--- src/rtl/tmc_pkg.sv ---
// shared types, constants and helpers for the matrix compose block
package tmc_pkg;

  localparam int PosW     = 32;
  localparam int QuatW    = 16;
  localparam int ScaleW   = 24;
  localparam int ProdQW   = 2 * QuatW;
  localparam int RmW      = ProdQW + 1;
  localparam int ColW     = 32;
  localparam int MulW     = 2 * RmW;
  localparam int NumW     = 68;
  localparam int DenW     = 34;
  localparam int QuoW     = 32;
  localparam int StepW    = $clog2(QuoW);
  localparam int RowW     = 2;
  localparam int InDataW  = 232;
  localparam int OutDataW = 136;
  localparam int FifoDepth = 2;
  localparam int FifoPtrW  = $clog2(FifoDepth);
  localparam int FifoCntW  = $clog2(FifoDepth + 1);

  localparam logic [RowW-1:0] LastRow = 2'd2;
  localparam logic signed [RmW-1:0] OneQ27 = 33'sd134217728;
  localparam logic [ColW-1:0] ColMax = 32'h7fff_ffff;
  localparam logic [ColW-1:0] ColMin = 32'h8000_0000;

  // rotation, position and scale of one item, ready for the row engine
  typedef struct packed {
    logic                              inv;
    logic [2:0][2:0][RmW-1:0]          rm;
    logic [2:0][PosW-1:0]              pos;
    logic [2:0][ScaleW-1:0]            scale;
  } xform_t;

  typedef struct packed {
    logic                   load;
    logic [NumW-1:0]        num;
    logic [DenW-1:0]        den;
    logic                   zpos;
    logic                   zneg;
  } div_req_t;

  typedef struct packed {
    logic            done;
    logic [ColW-1:0] res;
  } div_rsp_t;

  // clamp a wide signed value to the signed 32-bit range
  function automatic logic [ColW-1:0] sat_col(logic signed [NumW-1:0] v);
    logic signed [NumW-1:0] hi;
    logic signed [NumW-1:0] lo;
    hi = NumW'($signed(ColMax));
    lo = NumW'($signed(ColMin));
    if (v > hi) return ColMax;
    else if (v < lo) return ColMin;
    else return v[ColW-1:0];
  endfunction

endpackage

--- src/rtl/tmc_fifo.sv ---
// short queue between the front end and the row engine
module tmc_fifo (
  input  logic            clk_i,
  input  logic            rst_ni,
  input  logic            push_valid_i,
  output logic            push_ready_o,
  input  tmc_pkg::xform_t push_data_i,
  output logic            pop_valid_o,
  input  logic            pop_i,
  output tmc_pkg::xform_t pop_data_o
);
  import tmc_pkg::*;

  xform_t slot_q [FifoDepth];
  logic [FifoPtrW-1:0] wr_ptr_q, rd_ptr_q;
  logic [FifoCntW-1:0] cnt_q;
  logic push, pop;

  assign push_ready_o = cnt_q != FifoCntW'(FifoDepth);
  assign pop_valid_o  = cnt_q != '0;
  assign push = push_valid_i && push_ready_o;
  assign pop  = pop_i && pop_valid_o;
  assign pop_data_o = slot_q[rd_ptr_q];

  always_ff @(posedge clk_i or negedge rst_ni) begin
    if (!rst_ni) begin
      wr_ptr_q <= '0;
      rd_ptr_q <= '0;
      cnt_q    <= '0;
    end else begin
      if (push) wr_ptr_q <= wr_ptr_q + 1'b1;
      if (pop)  rd_ptr_q <= rd_ptr_q + 1'b1;
      cnt_q <= cnt_q + FifoCntW'(push) - FifoCntW'(pop);
    end
  end

  always_ff @(posedge clk_i) begin
    if (push) slot_q[wr_ptr_q] <= push_data_i;
  end

endmodule

--- config.mk ---
export PLATFORM = sky130hd
export DESIGN_NAME = tmc_fifo
export DESIGN_NICKNAME = d
export VERILOG_FILES = /design/src/rtl/tmc_pkg.sv /design/src/rtl/tmc_fifo.sv
export SDC_FILE = /design/constraint.sdc
export NUM_CORES = 1
export LEC_CHECK = 0
export BUFFER_PORTS_ARGS = -buffer_cell sky130_fd_sc_hd__buf_2
export CAP_MARGIN = 20
export CORE_AREA = 2 2 368 370
export DETAILED_ROUTE_END_ITERATION = 8
export DIE_AREA = 0 0 370 372
export GPL_ROUTABILITY_DRIVEN = 0
export PLACE_DENSITY = 0.49
export SYNTH_ARGS = -nofsm -noshare
export SYNTH_HDL_FRONTEND = slang
export SYNTH_SLANG_ARGS = --single-unit
--- constraint.sdc ---
create_clock -name clk_i -period 25.4 [get_ports clk_i]
set_input_delay 2.54 -clock clk_i [delete_from_list [all_inputs] [get_ports clk_i]]
set_output_delay 2.54 -clock clk_i [all_outputs]
set_load 0.01 [all_outputs]
# After elaboration in Yosys (flattened, before gate mapping)
# Memory sizes are Yosys's and may differ from the RTL's.
# Cells that the tools add are included.
# totals
reg_bits	4
mem_bits_rw	932
input_bits	470
output_inout_bits	468
wordCells	14
n_memories	1
# classes
n_addsub	4
eq_ne	1
mux	2
reduce_logical	3
# memory_table
name	words	width	rd	rd_clocked_by_memory_dff	write_ports	line_no	rtl
slot_q	2	466	1	0	1	tmc_fifo.sv:14	xform_t slot_q [FifoDepth];
# op_table
operator	count
adder 1 bit, second input constant	2
adder 2 x 1 -> 2 bit	1
logical AND 1 bit	2
two-way mux 1 bit	2
inequality test 2 bit, second input constant	1
nonzero test 2 bit	1
subtractor 2 x 1 -> 2 bit	1

# Logic depth before layout (Yosys ltp)
# Gate-level depths: netlist of the first run.
# logic_depth
word_depth	4
ltp_mapped	5
depth_no_buf	5

# Worst setup path before layout of the first run
# OpenSTA, ideal clock, no wires.
# synth_timing
path_type	input-to-reg
start	input push_valid_i
end	memory slot_q[0][0] (netlist name) (enable)
setup_time_ps	1304
t_arrival_ps	21892
required_time_ps	24096
setup_slack_ps	2204
stages	2
n_path_buf	0
path_cell_list	nand2_1 > nor2_1
# synth_via
elab_chain_cells	3
# synth_lines
element	line_no	rtl
from (decl)	tmc_fifo.sv:5	input logic push_valid_i,
logical AND 1 bit	tmc_fifo.sv:21	assign push = push_valid_i && push_ready_o;
two-way mux 1 bit	tmc_fifo.sv:38	if (push) slot_q[wr_ptr_q] <= push_data_i;
two-way mux 1 bit (not written as such)	tmc_fifo.sv:38	
to (decl)	tmc_fifo.sv:14	
# Every way passes these cells.

==> reports/qor.yml, run 1 <==
timing:
  finClkSkew_ns: 0.02034
  setup_tns_ns: 0
  rsz0062_at_grt: "false"
  tightest_slew_ns: 1.058
  final.min_clock_period_ns: 7.287
  drv_slew: 0
  final.period_utilization_pct: 28.69
  setup_violations: 0
  timing.slew.headroom_pct: 29.49
  holdWs_ns: 0.5663
  clock.fmax_mhz: 137.2
  hold_viol_final: 0
clocking:
  postCtsResizedCells: 0
  cts_inserted_buffers: 102
  clkTransAtPathRegs_ns: 0.06
  cts_max_path_bufs: 3
  clock_insertion_delay_worst_skew_ns: 0.69
  clockRootBuffer: "clkbuf_16"
  numClockSinks: 936
  cts_max_level: 3
  post-cts-setup-buffers: 0
  postCtsHoldBufs: 0
  clock_tree_from_tritoncts: "yes"
hold_path:
  hold-path-endpoint: "wr_ptr_q"
  timing.hold.worst_path_depth: 1
  worst_hold_path_type: "register to register"
  worstHoldStart: "wr_ptr_q"
yosys:
  synth_cell_types: 19
  synth_top_family_by_area: "multiplexers"
  synthesis.instances: 1472
  postSynthNetCount: 1943
  seq_area_frac_synth_pct: 82.51
  synth.avg_cell_area_sq_um: 23.13
  synth_warnings: 0
  synth-compound-area-share_pct: 0.09189
  yosys.area_share.adder_pct: 0.03676
  muxShareOfSynthArea_pct: 15.42
  synth_xor_area_share_pct: 0.07719
  synthSimpleGateAreaFrac_pct: 0.1434
  ys_seq_elements: 936
  synthesis.area_sq_um: 34040
final_layout:
  drive_above_1_share_pct: 61.19
  layout_commonest_cell: "buf_2"
  layout_common_cells: "buf_2 (937), edfxtp_1 (932), mux2_2 (466)"
  finish.cell_count_without_fillers: 4358
  area_delta_synth_final_pct: 28.92
  final_net_count: 2954
pwr:
  power.density_nw_per_um2: 116.6
  vdd_drop_max_v: 0.00006278
  p_leak_nw: 16.00
routing:
  drcViolationCount: 0
  route.final.wire_length_um: 90230
  post_drt_wl_per_cell_um: 20.70
  routed-via-count: 17580
  antenna_left: 0
  number_of_detailed_route_iterations_in_the_first_pass: 7
  via_per_inst: 4.033
  first_iter_violations: 1074
global_routing:
  grt.overflow.total: 0
  grt_start_max_net_pins: 78
  grt_util_all_layers_pct: 12.42
  number_of_antenna_violations_at_the_first_check_in_global_routing: 43
  grt_pass1_wl_um: 123700
  grt_pass1_vias: 17940
place:
  detailed_place_hpwl_um: 63630
  placed_cells: 4160
  place.port_buffers: 937
setup_path:
  worstPathArrival_ns: 4.75
  worst-endpoint-required_ns: 22.86
  critical_path_peak_fanout: 77
  worstReg2RegEnd: "slot_q[1][67]"
  worst_r2r_path_depth: 6
  crit_type: "register to primary output"
  timing.critical_path.to_type: "primary output"
  r2r_setup_slack_ns: 20.49
  launch_point_of_the_worst_reg_to_reg_path: "cnt_q[0]"
  start_kind: "register"
floorplan:
  num_rows: 135
  core_area_sq_um: 134300
  chipWidth_um: 370
  ioPinCount: 938
  starting_density_of_the_core_pct: 25.35
  floorplan.die_area_sq_um: 137600
  chipHeight_um: 372
flow_run:
  max_cap_viol_count: 0
run_status:
  run_status: "finished clean"
worst max path at each step:
stage                      start              end  slack, ns  cells past startpoint
finish                  rd_ptr_q  pop_data_o[371]      18.11                      5
global route            rd_ptr_q  pop_data_o[391]      17.72                      5
CTS                     rd_ptr_q  pop_data_o[143]      17.88                      5
detailed placement  push_valid_i   slot_q[1][201]      18.17                      6
global placement    push_valid_i   slot_q[1][308]      18.17                      6
floorplan           push_valid_i     slot_q[0][0]       2.20                      2
area by class of cell:
type,instances,area (sq um)
diodes,13,32.53
fillers,13120,90400
clock inverters,50,520.5
flip-flops and latches,936,28090
clock buffers,135,2780
well taps,1781,2228
repair buffers,959,4855
multi-input cells,484,5379
cells in the mapped netlist (all sizes together):
cell	n	area, sq um
edfxtp	932	27990
mux2	466	5248
buf	44	476.7
clkbuf	8	110.1
dfrtp	4	100.1
nor2	3	11.26
xnor2	3	26.28
nand2	2	7.510
a211oi	1	7.510
a21bo	1	10.01
a32oi	1	8.760
and3	1	6.260
ha	1	12.51
nand2b	1	6.260
nand3	1	5.000
nor2b	1	6.260
o21ai	1	5.000
or2	1	6.260
through the flow:
stage                     worst slack [ns]  total power (W)  cell area [sq um]  utilization (%)
after floorplan                      2.204         0.003393              34040                -
after global placement               18.17         0.003739              40550            30.20
after detailed placement             18.17         0.003737              40550            30.20
after CTS                            17.88         0.005219              43850            32.66
after global routing                 17.72         0.005372              43880            32.68
final                                18.11         0.005118              43890            32.68
state kept, by name, summed over array words and instances (netlist names):
| signal | cells |
|---|---|
| cnt_q | 2 |
| rd_ptr_q | 1 |
| slot_q | 932 |
| wr_ptr_q | 1 |
worst max-delay path, stage by stage, from the launching register on:
cell and delay [ns]:
dfrtp_4 0.95, buf_4 0.70, buf_4 0.84, buf_4 0.82, mux2_2 0.43, buf_2 0.14
metal layers:
layer	global-route usage [%]	part of all wire (%)	vias up
li1	-	-	7970
met1	13.67	38	8676
met2	20.60	49	732
met3	5.640	9.8	165
met4	5.449	3.2	32
met5	0	0.23	-
kinds of logic after synthesis:
logic type	after synthesis
fa+ha+maj	1
buf+inv	52
compound gates	4
xor+xnor	3
flops	936
mux	466
simple gates	10
power breakdown:
group / switching (W) / total [W] / internal [W]
sequential: 0.0000921 / 0.00221 / 0.00211
clock: 0.000600 / 0.00145 / 0.000852
combinational: 0.000847 / 0.00146 / 0.000613
total: 0.00154 / 0.00512 / 0.00358
Note: power is estimated with default switching activity, not from simulation.
==> run 2, diff against run 1 <==
- clock period: 25.4 -> 6.8 ns (I/O delays scaled with it)
==> reports/qor.yml, run 2 (same netlist as run 1, synthesis figures left out) <==
global_routing:
  grt_start_max_net_pins: 150
  grt_pass1_wl_um: 125400
  grt_util_all_layers_pct: 12.59
  number_of_antenna_violations_at_the_first_check_in_global_routing: 29
  grt_pass1_vias: 18120
  grt.overflow.total: 0
final_layout:
  register_area_sq_um: 28090
  layout_top_registers: "slot_q x932, cnt_q x2"
  final_net_count: 2956
  layout_commonest_cell: "buf_2"
  largest_register: "slot_q"
  final_core_utilization_pct: 32.76
  fillCellCount: 13150
  finish.cell_count_without_fillers: 4362
  largest_register_ff_count: 932
  drive_above_1_share_pct: 61.40
  multiInputGateArea_sq_um: 5398
  layout_common_cells: "buf_2 (937), edfxtp_1 (932), mux2_2 (466)"
  area_delta_synth_final_pct: 29.23
clocking:
  post-cts-setup-buffers: 0
  clock_tree_from_tritoncts: "yes"
  numClockSinks: 936
  cts_max_level: 3
  cts_max_path_bufs: 3
  clkTransAtPathRegs_ns: 0.06
  clockRootBuffer: "clkbuf_16"
  cts_inserted_buffers: 100
  clock_insertion_delay_worst_skew_ns: 0.70
place:
  place.port_buffers: 937
  placed_cells: 4163
  detailed_place_hpwl_um: 65080
pwr:
  power.density_nw_per_um2: 434.4
  vdd_drop_max_v: 0.0002574
  p_leak_nw: 16.01
routing:
  routed-via-count: 17760
  drcViolationCount: 0
  post_drt_wl_per_cell_um: 21.04
  first_iter_violations: 1033
  route.final.wire_length_um: 91770
  via_per_inst: 4.071
  antenna_left: 0
  number_of_detailed_route_iterations_in_the_first_pass: 4
timing:
  finClkSkew_ns: 0.03593
  setup_violations: 0
  drv_slew: 0
  holdWs_ns: 0.1542
  final.min_clock_period_ns: 3.790
  tightest_slew_ns: 1.124
  final.period_utilization_pct: 55.73
  hold_viol_final: 0
  clock.fmax_mhz: 263.9
  timing.slew.headroom_pct: 25.05
  rsz0062_at_grt: "false"
setup_path:
  worst_r2r_path_depth: 5
  worstReg2RegEnd: "slot_q[0][182]"
  timing.critical_path.to_type: "primary output"
  critical_path.endpoint: "pop_data_o[21]"
  worstPathArrival_ns: 3.11
  worst-endpoint-required_ns: 6.12
  critical_path_peak_fanout: 139
  launch_point_of_the_worst_reg_to_reg_path: "cnt_q[0]"
  r2r_setup_slack_ns: 3.99
  crit_type: "register to primary output"
  setup_crit_start: "rd_ptr_q"
  start_kind: "register"
hold_path:
  worst_hold_path_type: "primary input to register"
floorplan:
  starting_density_of_the_core_pct: 25.35
  num_rows: 135
  floorplan.die_area_sq_um: 137600
  chipWidth_um: 370
  ioPinCount: 938
  chipHeight_um: 372
  core_area_sq_um: 134300
run_status:
  run_status: "finished clean"
flow_run:
  max_cap_viol_count: 0
[run 2: cell types whose count changed in the layout (fill, tap and decap cells not counted), sizes merged]
cell	before	now
inv	6	3
dlygate4sd3	0	1
diode	13	11
clkinv	36	49
clkinvlp	0	7
clkbuf	135	120
buf	959	962
[run 2: metrics by stage]
| stage | total power, W | instance area, sq um | setup WS (ns) | setup TNS, ns |
|---|---|---|---|---|
| after CTS | 0.01945 | 43960 | 2.920 | 0 |
| after global placement | 0.01403 | 40710 | 3.734 | 0 |
| after global routing | 0.02005 | 43990 | 2.842 | 0 |
| final | 0.01911 | 43990 | 3.010 | 0 |
| after floorplan | 0.01207 | 34070 | -1.216 | -566.60 |
| after detailed placement | 0.01402 | 40710 | 3.726 | 0 |
[run 2: report_power, final]
| part | internal, W | leakage (nW) | switching [W] | total, W |
|---|---|---|---|---|
| registers | 0.00789 | 8.72 | 0.000379 | 0.00827 |
| clock network | 0.00305 | 1.56 | 0.00228 | 0.00533 |
| logic | 0.00236 | 5.73 | 0.00315 | 0.00551 |
[run 2: layout make-up]
cell class / count / share of cell area [%]
clock buffers: 120 / 5.907
diodes: 11 / 0.06257
well taps: 1781 / 5.066
flip-flops and latches: 936 / 63.86
repair buffers: 963 / 11.37
multi-input cells: 484 / 12.27
clock inverters: 67 / 1.473
[run 2: worst max-delay path, stage by stage, from the launching register on]
cell and delay, ns:
dfrtp_4 0.99, buf_12 0.50, mux2_2 0.42, buf_2 0.14
[run 2: worst min-delay path by stage]
stage | start | end | slack (ns) | depth (start not counted)
after floorplan | rst_ni | cnt_q[0] | 0.38 | 0
after global placement | rst_ni | wr_ptr_q | 0.50 | 1
after detailed placement | rst_ni | wr_ptr_q | 0.50 | 1
after CTS | push_data_i[44] | slot_q[1][44] | 0.05 | 1
after global routing | push_data_i[108] | slot_q[1][108] | 0.09 | 1
final | push_data_i[23] | slot_q[0][23] | 0.15 | 1
[run 2: routing by layer]
| layer | GRT usage (%) | wire length (um) | up-vias |
|---|---|---|---|
| li1 | - | - | 7959 |
| met2 | 21.81 | 46470 | 693 |
| met4 | 5.066 | 2687 | 32 |
| met5 | 0 | 194 | - |
| met3 | 4.444 | 7466 | 170 |
| met1 | 14.07 | 34950 | 8904 |
[run 2: what timing repair did]
| item | in CTS | in global routing |
|---|---|---|
| endpoints found under the hold margin | 4 | 0 |
| hold buffers | 1 | 0 |
| resized for setup | 0 | 0 |
